===== config.mk =====
export PLATFORM = sky130hd
export DESIGN_NAME = psp_queue
export DESIGN_NICKNAME = d
export VERILOG_FILES = /design/src/hdl/assert_macros.svh /design/src/hdl/psp_pkg.sv /design/src/hdl/psp_queue.sv
export SDC_FILE = /design/constraint.sdc
export NUM_CORES = 1
export LEC_CHECK = 0
export BUFFER_PORTS_ARGS = -buffer_cell sky130_fd_sc_hd__clkbuf_2
export CAP_MARGIN = 10
export CORE_ASPECT_RATIO = 0.7
export CORE_MARGIN = 10
export CORE_UTILIZATION = 55
export CTS_CLUSTER_DIAMETER = 100
export CTS_CLUSTER_SIZE = 40
export DETAILED_ROUTE_END_ITERATION = 8
export PLACE_DENSITY = 0.91
export REMOVE_ABC_BUFFERS = 1
export SETUP_SLACK_MARGIN = 0.1
export SYNTH_ARGS = -nofsm -noshare
export SYNTH_HDL_FRONTEND = slang
export SYNTH_SLANG_ARGS = --single-unit

===== constraint.sdc =====
create_clock -name clk -period 18.61 [get_ports clk]
set_clock_uncertainty 0.15 [all_clocks]
set_input_delay 0.9305 -clock clk [delete_from_list [all_inputs] [get_ports clk]]
set_output_delay 0.9305 -clock clk [all_outputs]
set_load 0.01 [all_outputs]

===== src/hdl/assert_macros.svh =====
// assertion helpers, sampled on clk and disabled while rst_n is low
`ifndef ASSERT_MACROS_SVH
`define ASSERT_MACROS_SVH

// property must hold at every edge out of reset
`define PSP_ASSERT(name, prop, msg) \
    name: assert property (@(posedge clk) disable iff (!rst_n) (prop)) else $error(msg);

// condition must never be seen out of reset
`define PSP_NEVER(name, cond, msg) \
    name: assert property (@(posedge clk) disable iff (!rst_n) !(cond)) else $error(msg);

`endif


===== src/hdl/psp_pkg.sv =====
package psp_pkg;

    // table geometry
    localparam int TABLE_ENTRIES = 256;
    localparam int IDX_W         = $clog2(TABLE_ENTRIES);
    localparam int TAG_W         = 64 - IDX_W;

    // page geometry
    localparam int PAGE_SHIFT = 12;
    localparam int PAGE_W     = 64 - PAGE_SHIFT;

    // confidence counter
    localparam logic [1:0] CONF_MAX = 2'd3;

    // line size register reset value
    localparam logic [3:0] LINE_SHIFT_RESET = 4'd6;

    // front to back queue, depth must be a power of two
    localparam int QUEUE_DEPTH = 2;
    localparam int PTR_W       = $clog2(QUEUE_DEPTH);
    localparam int CNT_W       = $clog2(QUEUE_DEPTH + 1);

    // input transfer
    typedef struct packed {
        logic [63:0] access_pc;
        logic [63:0] access_address;
        logic        is_hw_prefetch;
    } psp_in_t;

    // result transfer
    typedef struct packed {
        logic        issue_prefetch;
        logic [63:0] prefetch_address;
    } psp_out_t;

    // classified access travelling from front to back
    typedef struct packed {
        logic [IDX_W-1:0]  idx;
        logic [TAG_W-1:0]  tag;
        logic [63:0]       line;
        logic [PAGE_W-1:0] page;
        logic              hw;
    } psp_item_t;

    // one table entry
    typedef struct packed {
        logic [TAG_W-1:0] pc_tag;
        logic [63:0]      prev_line;
        logic [63:0]      stride;
        logic [1:0]       confidence;
    } psp_entry_t;

    // queue status seen by the front end and the back end
    typedef struct packed {
        logic full;
        logic not_empty;
    } psp_qstat_t;

endpackage


===== src/hdl/psp_queue.sv =====
module psp_queue (
    input  logic               clk,
    input  logic               rst_n,
    input  logic               push,
    input  psp_pkg::psp_item_t push_item,
    input  logic               pop,
    output psp_pkg::psp_item_t head_item,
    output psp_pkg::psp_qstat_t qstat
);
    import psp_pkg::*;

    psp_item_t        slot_mem [QUEUE_DEPTH];
    logic [PTR_W-1:0] wr_ptr_reg;
    logic [PTR_W-1:0] wr_ptr_next;
    logic [PTR_W-1:0] rd_ptr_reg;
    logic [PTR_W-1:0] rd_ptr_next;
    logic [CNT_W-1:0] count_reg;
    logic [CNT_W-1:0] count_next;

    // status
    always_comb
    begin
        qstat.full      = (count_reg == CNT_W'(QUEUE_DEPTH));
        qstat.not_empty = (count_reg != '0);
    end

    assign head_item = slot_mem[rd_ptr_reg];

    // pointer and fill count update, pointers wrap on the power-of-two depth
    always_comb
    begin
        wr_ptr_next = push ? wr_ptr_reg + PTR_W'(1) : wr_ptr_reg;
        rd_ptr_next = pop  ? rd_ptr_reg + PTR_W'(1) : rd_ptr_reg;
        count_next  = count_reg;
        if (push && !pop)
        begin
            count_next = count_reg + CNT_W'(1);
        end
        else if (pop && !push)
        begin
            count_next = count_reg - CNT_W'(1);
        end
    end

    always_ff @(posedge clk or negedge rst_n)
    begin
        if (!rst_n)
        begin
            wr_ptr_reg <= '0;
            rd_ptr_reg <= '0;
            count_reg  <= '0;
        end
        else
        begin
            wr_ptr_reg <= wr_ptr_next;
            rd_ptr_reg <= rd_ptr_next;
            count_reg  <= count_next;
        end
    end

    // slot storage
    always_ff @(posedge clk)
    begin
        if (push)
        begin
            slot_mem[wr_ptr_reg] <= push_item;
        end
    end

endmodule


==> metrics.md <==
| Metric | Value |
|---|---|
| Run status | `completed` |
| GPL Wtd Cong | `0.801` |
| Max FO, Critical Path | `79` |
| Pin count of the biggest net entering global routing | `81` |
| Top cells by area in the synthesized netlist | `edfxtp_1 81%, mux2_2 15%, clkbuf_8 1.5%` |
| Pleak | `5.95 nW` |
| CP Cell Sequence | `buf_4, mux2_2, clkbuf_2` |
| Switching share of power | `30.5%` |
| 1st-iter DRT viols | `373` |
| Clk Latency, worst-skew pair | `0.52 ns` |
| Post-DRT Antenna Nets | `0` |
| Area grow syn2layout | `18.2%` |
| Register bit total from synthesis | `366` |
| CTS H-tree depth | `1` |
| Die Area | `31000 um^2` |
| Post-route minimum period | `4.07 ns` |
| # resized after CTS | `0` |
| Combinational share of power | `31.7%` |
| CTS tree | `yes` |
| CP endpoint kind | `primary output` |
| Most frequent cells in the layout | `367 x clkbuf_2, 362 x edfxtp_1, 181 x mux2_2, 13 x clkbuf_16, 7 x buf_4` |
| P per Cell Area | `140 nW/um^2` |
| Slew @ Worst Pin | `1.09 ns` |
| RR Startpoint | `wr_ptr_reg` |
| GRT Resource Usage Total | `18.3%` |
| Seq/Total Area, Yosys | `82.1%` |
| R2R Setup Slk | `15.90 ns` |
| Routed vias/inst | `5.30` |
| Worst setup SP type | `flip-flop` |
| Post-Route WL | `29.8 mm` |
| WL/cell | `23.4 um` |
| Max FFs per register | `362` |
| Crit Path Category | `flip-flop to primary output` |
| Met3 WL | `3.01 mm` |
| Distinct cells, synth | `13` |
| Cell Area, Synth | `13400 um^2` |
| Global-route wire length before repair | `43.3 mm` |
| Sequential power share | `52.0%` |
| Final Cycle Share | `21.9%` |
| Crit path arrival time | `2.99 ns` |
| Pre-antenna DRT Iters | `4` |
| Tot Pwr | `0.00222 W` |
| Sequential Area | `11000 um^2` |
| Die Height | `150 um` |
| Core Rows | `47` |
| Top Layer Used | `met4` |
| Ys Warns | `0` |
| Max stage delay on crit path | `0.90 ns` |
| Worst slew margin relative to its limit | `27.6%` |
| Cell-internal power | `0.00154 W` |
| Layout cells sized above 1 | `60.3%` |
| Psw | `0.000677 W` |
| Synth Instances | `579` |
| Max-slew violations | `0` |
| GRT overflow | `0` |
| DRC Markers | `0` |
| IO buf count | `367` |
| Multi-input gate area | `2130 um^2` |
| Clock Tree Buf Depth | `3` |
| Setup TNS | `0 ns` |
| R2R Path End | `slot_mem[0][126]` |
| Vias in the first global route | `7187` |
| Reg2reg path depth | `3` |
| Clk sink count | `366` |
| Core area | `23800 um^2` |
| Num CTS Buffers | `13` |
| Synth Area per Inst | `23.1 um^2` |
| Initial core utilization | `56.2%` |
| RSZ-0062 raised after global routing | `false` |
| Final HPWL DP | `21.7 mm` |
| Vias | `6754` |
| Synth top area share | `81.4%` |
| Hold buffer count at cts | `0` |
| Filler instances | `1526` |
| Post-CTS Setup Inserts | `0` |
| DR WL met2 | `15.1 mm` |
| Data required time of the worst path | `17.53 ns` |
| Area leader, netlist | `edfxtp_1` |
| Initial antenna violation count | `4` |
| Max Fclk | `0.246 GHz` |
| Slowest CP cell | `buf_4` |
| Ports | `368` |
| Worst vdd ir | `0.000125 V` |
| Clock Pin Slew Worst Setup and Hold Paths | `0.13 ns` |
| Hold WC Path Type | `input pin to asynchronous set/reset pin` |
| CTS root buf | `clkbuf_16` |
| Met1 WL | `11.2 mm` |
| Die Span X | `206 um` |
| Setup-failing EPs final | `0` |
| Final net count | `1134` |
| Commonest non-fill, non-tap cell in the layout | `clkbuf_2` |
| Max Cap Viol | `0` |
| Hold Fails Final Rpt | `0` |
| Clock power frac | `16.4%` |
## cell usage after synthesis
master and count:
and2_1 1, buf_6 5, clkbuf_8 15, dfrtp_1 4
edfxtp_1 362, ha_1 1, inv_1 1, mux2_2 181
nor2_1 1, nor2b_1 2, or2_2 1, xnor2_1 1
xor2_1 4
## cell type report
| cell class | instances | area share, % |
|---|---|---|
| sequential | 366 | 69.5 |
| multi-input combinational | 192 | 13.5 |
| timing repair buffer | 374 | 12.0 |
| tap | 318 | 2.52 |
| clock buffer | 17 | 2.16 |
| clock inverter | 2 | 0.246 |
| antenna | 4 | 0.0634 |
| inverter | 1 | 0.0238 |
## cell families after synthesis
logic type	count (synthesis)	share of synthesized area [%]
multiplexers	181	15.3
AND/OR/NAND/NOR	5	0.215
XOR/XNOR	5	0.328
flip-flops	366	82.1
adder cells (fa/ha/maj)	1	0.0936
buffers and inverters	21	1.99
## critical path: cells and delay by family, from the launching register on
kind     cells  cell delay (ns)
flops        1             0.88
mux          1             0.43
buf+inv      2             1.04
## stage by stage
step | hold WS [ns] | utilization, % | worst slack [ns] | std cells | area (um^2)
after detailed placement | 0.326 | 64.8 | 15.11 | 1251 | 15400
after global placement | 0.315 | 64.8 | 15.11 | 1251 | 15400
after floorplan | 0.297 | - | 8.97 | 559 | 13100
after CTS | 0.0178 | 66.4 | 14.51 | 1270 | 15800
final | 0.0371 | 66.5 | 14.54 | 1274 | 15800
after global routing | 0.0144 | 66.4 | 14.36 | 1271 | 15800
## routing by layer
layer,vias up,global-route usage [%]
met3,31,5.99
met2,308,32.0
met5,-,0
met4,0,3.82
li1,3034,-
met1,3381,21.9
## how the worst max path moves through the flow
| stage | from | end | slack (ns) | cells past startpoint |
|---|---|---|---|---|
| 6_report | rd_ptr_reg | head_item[31] | 14.54 | 3 |
| 5_1_grt | rd_ptr_reg | head_item[1] | 14.36 | 3 |
| 4_1_cts | rd_ptr_reg | head_item[1] | 14.51 | 3 |
| 3_5_place_dp | rd_ptr_reg | head_item[1] | 15.11 | 3 |
| 3_3_place_gp | rd_ptr_reg | head_item[1] | 15.11 | 3 |
| 2_1_floorplan | push | slot_mem[0][0] | 8.97 | 1 |
## power groups by stage
| stage | sequential (W) | clock, W | combinational, W |
|---|---|---|---|
| final | 0.00115 | 0.000363 | 0.000701 |
| after global routing | 0.00117 | 0.000400 | 0.000756 |
| after CTS | 0.00115 | 0.000375 | 0.000717 |
| after detailed placement | 0.00117 | 0 | 0.000711 |
| after global placement | 0.00116 | 0 | 0.000702 |
| after floorplan | 0.00123 | 0 | 0.000418 |
(Power assumes the default switching activity.)
