`src/hdl/assert_macros.svh`:
```
// assertion helpers, sampled on clk and disabled while rst_n is low
`ifndef ASSERT_MACROS_SVH
`define ASSERT_MACROS_SVH

// property must hold at every edge out of reset
`define PSP_ASSERT(name, prop, msg) \
    name: assert property (@(posedge clk) disable iff (!rst_n) (prop)) else $error(msg);

// condition must never be seen out of reset
`define PSP_NEVER(name, cond, msg) \
    name: assert property (@(posedge clk) disable iff (!rst_n) !(cond)) else $error(msg);

`endif

```
`src/hdl/psp_pkg.sv`:
```
package psp_pkg;

    // table geometry
    localparam int TABLE_ENTRIES = 256;
    localparam int IDX_W         = $clog2(TABLE_ENTRIES);
    localparam int TAG_W         = 64 - IDX_W;

    // page geometry
    localparam int PAGE_SHIFT = 12;
    localparam int PAGE_W     = 64 - PAGE_SHIFT;

    // confidence counter
    localparam logic [1:0] CONF_MAX = 2'd3;

    // line size register reset value
    localparam logic [3:0] LINE_SHIFT_RESET = 4'd6;

    // front to back queue, depth must be a power of two
    localparam int QUEUE_DEPTH = 2;
    localparam int PTR_W       = $clog2(QUEUE_DEPTH);
    localparam int CNT_W       = $clog2(QUEUE_DEPTH + 1);

    // input transfer
    typedef struct packed {
        logic [63:0] access_pc;
        logic [63:0] access_address;
        logic        is_hw_prefetch;
    } psp_in_t;

    // result transfer
    typedef struct packed {
        logic        issue_prefetch;
        logic [63:0] prefetch_address;
    } psp_out_t;

    // classified access travelling from front to back
    typedef struct packed {
        logic [IDX_W-1:0]  idx;
        logic [TAG_W-1:0]  tag;
        logic [63:0]       line;
        logic [PAGE_W-1:0] page;
        logic              hw;
    } psp_item_t;

    // one table entry
    typedef struct packed {
        logic [TAG_W-1:0] pc_tag;
        logic [63:0]      prev_line;
        logic [63:0]      stride;
        logic [1:0]       confidence;
    } psp_entry_t;

    // queue status seen by the front end and the back end
    typedef struct packed {
        logic full;
        logic not_empty;
    } psp_qstat_t;

endpackage

```
`src/hdl/psp_front.sv`:
```
module psp_front (
    input  logic              clk,
    input  logic              rst_n,
    input  logic              start,
    input  psp_pkg::psp_in_t  req,
    input  logic [3:0]        line_shift,
    input  psp_pkg::psp_qstat_t qstat,
    output logic              busy,
    output logic              push,
    output psp_pkg::psp_item_t push_item
);
    import psp_pkg::*;

    logic      fe_valid_reg;
    logic      fe_valid_next;
    psp_item_t fe_item_reg;
    psp_item_t fe_item_next;
    logic      accept;

    // handshake: hold off only when the stage is loaded and the queue is full
    always_comb
    begin
        busy   = fe_valid_reg & qstat.full;
        push   = fe_valid_reg & ~qstat.full;
        accept = start & ~busy;
    end

    // classify the access: table index, tag, line number, page
    always_comb
    begin
        fe_item_next.idx  = req.access_pc[IDX_W-1:0];
        fe_item_next.tag  = req.access_pc[63:IDX_W];
        fe_item_next.line = req.access_address >> line_shift;
        fe_item_next.page = req.access_address[63:PAGE_SHIFT];
        fe_item_next.hw   = req.is_hw_prefetch;
    end

    always_comb
    begin
        if (accept)
        begin
            fe_valid_next = 1'b1;
        end
        else if (push)
        begin
            fe_valid_next = 1'b0;
        end
        else
        begin
            fe_valid_next = fe_valid_reg;
        end
    end

    always_ff @(posedge clk or negedge rst_n)
    begin
        if (!rst_n)
        begin
            fe_valid_reg <= 1'b0;
        end
        else
        begin
            fe_valid_reg <= fe_valid_next;
        end
    end

    // payload stage
    always_ff @(posedge clk)
    begin
        if (accept)
        begin
            fe_item_reg <= fe_item_next;
        end
    end

    assign push_item = fe_item_reg;

endmodule

```
`config.mk`:
```
export PLATFORM = sky130hd
export DESIGN_NAME = psp_front
export DESIGN_NICKNAME = d
export VERILOG_FILES = /design/src/hdl/assert_macros.svh /design/src/hdl/psp_pkg.sv /design/src/hdl/psp_front.sv
export SDC_FILE = /design/constraint.sdc
export NUM_CORES = 1
export LEC_CHECK = 0
export BUFFER_PORTS_ARGS = -buffer_cell sky130_fd_sc_hd__buf_2
export CAP_MARGIN = 20
export CORE_AREA = 5 5 144 160
export CTS_CLUSTER_SIZE = 30
export DETAILED_ROUTE_END_ITERATION = 8
export DIE_AREA = 0 0 149 165
export GPL_ROUTABILITY_DRIVEN = 0
export PLACE_DENSITY = 0.67
export RECOVER_POWER = 100
export SETUP_SLACK_MARGIN = 0.5
export SYNTH_ARGS = -nofsm -noshare
export SYNTH_HDL_FRONTEND = slang
export SYNTH_SLANG_ARGS = --single-unit
```
`constraint.sdc`:
```
create_clock -name clk -period 20.1 [get_ports clk]
set_input_delay 1.005 -clock clk [delete_from_list [all_inputs] [get_ports clk]]
set_output_delay 1.005 -clock clk [all_outputs]
set_load 0.02 [all_outputs]
```
==> flow_summary.json, run 1 <==
{
  "rows": 56,
  "worstMarginPinSlew_ns": 9.44,
  "antenna_found_initial": 5,
  "dr.pass1.iters": 6,
  "clockBufferDepth": 2,
  "worstPathRequired_ns": 19.85,
  "dp_hpwl_microns": 18700,
  "p_total_mw": 0.965,
  "synth_top_area_share_pct": 65.3,
  "reg2reg_from": "fe_valid_reg",
  "multi_input_area_sq_um": 2660,
  "core_area_sq_um": 21200,
  "hp-class": "in2async",
  "grt_max_degree": 182,
  "ys_warn_count": 0,
  "max_stage_delay_ns": 6.51,
  "area_growth_pct": 26.0,
  "final_cell_count_no_fill": 1181,
  "syn-num-nets": 705,
  "slew_headroom_pct": -529,
  "leakage_nw": 3.91,
  "drt_iter0_drc": 615,
  "synth_ff_type": "edfxtp_1",
  "regToRegEndpoint": "push_item[73]",
  "crit_chain": "buf_2 > and2_0 > nor2b_4 > clkbuf_1",
  "path_class": "in2reg",
  "ys_top_cells_by_area": "edfxtp_1 (65%), mux2i_1 (12%), a22oi_1 (5.7%)",
  "cp_max_fo": 181,
  "ir_drop_v": 0.0000574,
  "totalWireLength_microns": 25400,
  "cts_hold_buf": 0,
  "ant_nets": 0,
  "nets": 1011,
  "initial_core_util_pct": 39.3,
  "status": "finished with violations",
  "synth_cell_types": 37,
  "fillers": 2008,
  "grt_pass1_wl_microns": 36200,
  "yosys.area.top_type": "edfxtp_1",
  "rsz0062_at_grt": "false",
  "hold_slack_ns": 0.330,
  "fin_worst_skew_ns": 0.00577,
  "cts_resized": 0,
  "cts_buffers": 17,
  "grt_pass1_vias": 6011,
  "drive_above_1_share_pct": 16.0,
  "htreeDepth": 4,
  "synth_area_sq_um": 8320,
  "die_width_microns": 149,
  "die_h_microns": 165,
  "critPathLaunch": "qstat[1]",
  "setup_tns_ns": 0,
  "cts_setup_buffers": 0,
  "placed_cells": 1144,
  "cts_tree": "built",
  "synth_seq_cells": 182,
  "root_buffer": "clkbuf_16",
  "drc": 0,
  "worstPathArrival_ns": 8.11,
  "p_per_area_nw_per_um2": 92.1,
  "seq_area_sq_um": 5460,
  "largest_reg_flops": 181,
  "dr_total_vias": 6146,
  "cts.sink_count": 182,
  "finalSetupViolations": 0,
  "cp_slowest_cell": "clkbuf_1",
  "r2r_slack_ns": 12.06,
  "r2r_cells": 3,
  "period_share_pct": 41.6,
  "crit_path_end_kind": "flop",
  "drv_cap": 2,
  "io_buffers": 319,
  "grt_usage_pct": 19.8,
  "clk_pin_slew_ns": 0.07,
  "synth_most_common_cell": "edfxtp_1",
  "synthArstFlopShare_pct": 0.549,
  "io_pins": 321,
  "violations": "capacitance limit, slew limit",
  "startpoint_type": "primary input",
  "avgRoutedWirePerCell_microns": 21.5,
  "final_max_slew_viol_count": 254,
  "synthCells": 567,
  "synth_common_cells": "edfxtp_1 (181), mux2i_1 (96), a22oi_1 (63), nand2_1 (63), nor2_1 (25)",
  "layout_min_cycle_time_ns": 8.36,
  "avgSynthCellArea_sq_um": 14.7,
  "clock.fmax_ghz": 0.120,
  "synth_seq_area_share_pct": 65.6,
  "hold_viol": 0,
  "insertion_delay_ns": 0.43,
  "grt_overflow_total": 0,
  "vias_per_cell": 5.20,
  "die_area_sq_um": 24600,
  "synth_edf_count": 181
}
-- cell type report --
cell class | instances | share of cell area (%)
well taps | 290 | 3.46
clock buffers | 18 | 4.10
repair buffers | 326 | 12.9
flip-flops and latches | 182 | 52.1
inverters | 5 | 0.179
diodes | 5 | 0.119
multi-input cells | 341 | 25.4
clock inverters | 14 | 1.79
-- critical path: cells and delay by family --
family	cells	cell delay [ns]
buf+inv	2	6.61
simple gates	2	0.34
-- cells by family (layout without fill, tap and decap cells) --
family,count (synthesis),in the layout,synth area share (%)
buffers and inverters,44,363,2.51
AOI/OAI and AO/OA,106,106,9.03
muxes,121,121,16.9
other,0,5,0
and+or+nand+nor,114,114,5.90
DFF,182,182,65.6
-- through the flow --
step / instance area [sq um] / utilization [%] / setup WS [ns]
5_1_grt: 10500 / 49.5 / 11.05
2_1_floorplan: 8320 / - / 10.19
3_3_place_gp: 10200 / 48.0 / 16.87
3_5_place_dp: 10200 / 48.0 / 16.85
4_1_cts: 10800 / 50.9 / 17.34
6_report: 10500 / 49.5 / 11.74
-- report_power, final --
| group | switching [mW] | total, mW | internal [mW] |
|---|---|---|---|
| Clock | 0.168 | 0.348 | 0.180 |
| Sequential | 0.00583 | 0.461 | 0.455 |
| Combinational | 0.106 | 0.156 | 0.0494 |
| Total | 0.280 | 0.965 | 0.685 |
-- layer usage --
metal	share of wire, %	vias to the layer above	global-route usage [%]
li1	-	2863	-
met1	38	2975	22.5
met2	51	280	34.4
met3	8.8	28	6.89
met4	2.1	0	7.20
met5	0	-	0
-- how the worst max path moves through the flow --
stage | end | slack (ns)
2_1_floorplan | push_item[0] | 10.19
3_3_place_gp | push_item[72] | 16.87
3_5_place_dp | push_item[97] | 16.85
4_1_cts | push_item[72] | 17.34
5_1_grt | push_item[73] | 11.05
6_report | push_item[73] | 11.74
-- cells in the final DEF, fill, tap and decap left out, types with 3 or more instances in the layout --
cell / instances
edfxtp_1: 181
diode_2: 5
mux2_2: 10
clkinv_8: 5
nand3_1: 3
and2_1: 4
inv_8: 3
a21oi_1: 13
nor2b_1: 6
inv_1: 5
mux4_1: 5
clkbuf_16: 17
a222oi_1: 3
o22ai_1: 7
a31oi_1: 5
nor2_1: 25
a22oi_1: 63
buf_4: 6
mux2i_1: 96
mux4_2: 8
clkbuf_1: 238
nand2_1: 63
buf_2: 83
o21ai_0: 6
Power figures use the tool's default switching activity.
==> run 2, diff against run 1 <==
==> constraint.sdc (replaced) <==
create_clock -name clk -period 8 [get_ports clk]
set_input_delay 0.4 -clock clk [delete_from_list [all_inputs] [get_ports clk]]
set_output_delay 0.4 -clock clk [all_outputs]
set_load 0.02 [all_outputs]
==> flow_summary.json, run 2 (synthesized netlist as in run 1, its figures left out) <==
{
  "status": "finished with violations",
  "violations": "capacitance limit, slew limit",
  "startpoint_type": "flop",
  "die_width_microns": 149,
  "cp_max_fo": 48,
  "r2r_slack_ns": 2.98,
  "drc": 0,
  "layout_min_cycle_time_ns": 5.02,
  "setup_tns_ns": 0,
  "die_h_microns": 165,
  "drv_cap": 3,
  "cts_tree": "built",
  "p_total_mw": 2.37,
  "io_pins": 321,
  "cts_hold_buf": 1,
  "regToRegEndpoint": "push_item[3]",
  "ir_drop_v": 0.000153,
  "cp_top_family": "simple AND/OR/NAND/NOR gates",
  "grt_pass1_wl_microns": 36100,
  "worst_slack_ns": 2.98,
  "slew_headroom_pct": -199,
  "max_stage_delay_ns": 2.01,
  "placed_cells": 1145,
  "clock.fmax_ghz": 0.199,
  "drt_iter0_drc": 550,
  "root_buffer": "clkbuf_16",
  "worstPathRequired_ns": 8.00,
  "die_area_sq_um": 24600,
  "final_max_slew_viol_count": 156,
  "grt_usage_pct": 19.6,
  "placed_cell_area_sq_um": 10200,
  "grt_overflow_total": 0,
  "final_cell_mix": "clkbuf_1 (238), edfxtp_1 (181), mux2i_1 (96), buf_2 (83)",
  "initial_core_util_pct": 39.3,
  "avgRoutedWirePerCell_microns": 21.4,
  "dr_total_vias": 6208,
  "critPathLaunch": "fe_valid_reg",
  "area_growth_pct": 25.6,
  "nets": 1013,
  "crit_path_end_kind": "flop",
  "grt_pass1_vias": 6083,
  "cp.buffers_inverters": 1,
  "cts_buffers": 17,
  "antenna_found_initial": 3,
  "worstPathArrival_ns": 5.02,
  "final_common_cell": "clkbuf_1",
  "p_per_area_nw_per_um2": 227,
  "totalWireLength_microns": 25200,
  "vias_per_cell": 5.26,
  "largest_reg_flops": 181,
  "fin_area_sq_um": 10400,
  "period_share_pct": 62.7,
  "cts_setup_buffers": 0,
  "finalSetupViolations": 0,
  "dp_slack_ns": 4.86,
  "cts.sink_count": 182,
  "hold_viol": 0,
  "cp_slowest_cell": "clkbuf_1",
  "ant_nets": 0,
  "crit_chain": "and2_0 > nor2b_1 > clkbuf_1",
  "fin_worst_skew_ns": 0.0120,
  "hp-class": "in2reg",
  "multi_input_area_sq_um": 2650,
  "htreeDepth": 4,
  "dr.pass1.iters": 6,
  "worstMarginPinSlew_ns": 4.49,
  "drive_above_1_share_pct": 16.0,
  "rsz0062_at_grt": "false",
  "cts_resized": 0,
  "reg2reg_from": "fe_valid_reg",
  "insertion_delay_ns": 0.44,
  "fillers": 1988,
  "core_area_sq_um": 21200,
  "clk_pin_slew_ns": 0.08,
  "io_buffers": 319,
  "rows": 56,
  "grt_max_degree": 72,
  "path_class": "reg2reg",
  "cp_num_cells": 3,
  "leakage_nw": 3.90,
  "r2r_cells": 3,
  "clockBufferDepth": 2,
  "final_cell_count_no_fill": 1180,
  "seq_area_sq_um": 5460,
  "dp_hpwl_microns": 18800,
  "crit_end": "push_item[3]"
}
==> run 2: cell count changes in the layout (fill, tap and decap cells not counted) <==
| cell | change |
|---|---|
| clkinv_8 | -4 |
| diode_2 | -3 |
| inv_8 | +3 |
| buf_4 | +1 |
| bufinv_16 | -1 |
| clkinv_4 | +1 |
| dlygate4sd3_1 | +1 |
| inv_12 | +1 |
| nor2b_1 | +1 |
| nor2b_4 | -1 |
==> run 2: layout make-up <==
type	instances	share of cell area (%)
antenna	2	0.0479
clock buffer	18	4.11
clock inverter	14	1.45
inverter	5	0.180
multi-input combinational	341	25.4
sequential	182	52.3
tap	290	3.47
timing repair buffer	328	13.1
==> run 2: worst min path at each step <==
stage | startpoint | endpoint | depth (start not counted)
6_report | req[97] | push_item[141] | 1
3_5_place_dp | rst_n | fe_valid_reg | 1
2_1_floorplan | rst_n | fe_valid_reg | 0
5_1_grt | req[69] | push_item[177] | 1
3_3_place_gp | rst_n | fe_valid_reg | 1
4_1_cts | req[70] | push_item[178] | 1
==> run 2: metal layers <==
layer	part of all wire (%)	global-route usage, %	up-vias
li1	-	-	2862
met1	37	22.3	3010
met2	52	34.5	293
met3	9.0	6.06	39
met4	2.5	8.11	4
met5	0.10	0	-
==> run 2: power breakdown <==
group	total [mW]	switching, mW	internal (mW)
sequential	1.14	0.0148	1.13
combinational	0.392	0.267	0.125
clock	0.839	0.418	0.421
total	2.37	0.699	1.68
==> run 2: stage by stage <==
step                utilization [%]  hold WS [ns]
floorplan                         -         0.104
global placement               48.0         0.175
detailed placement             48.0         0.176
CTS                            50.8         0.114
global route                   49.3         0.106
finish                         49.4         0.129
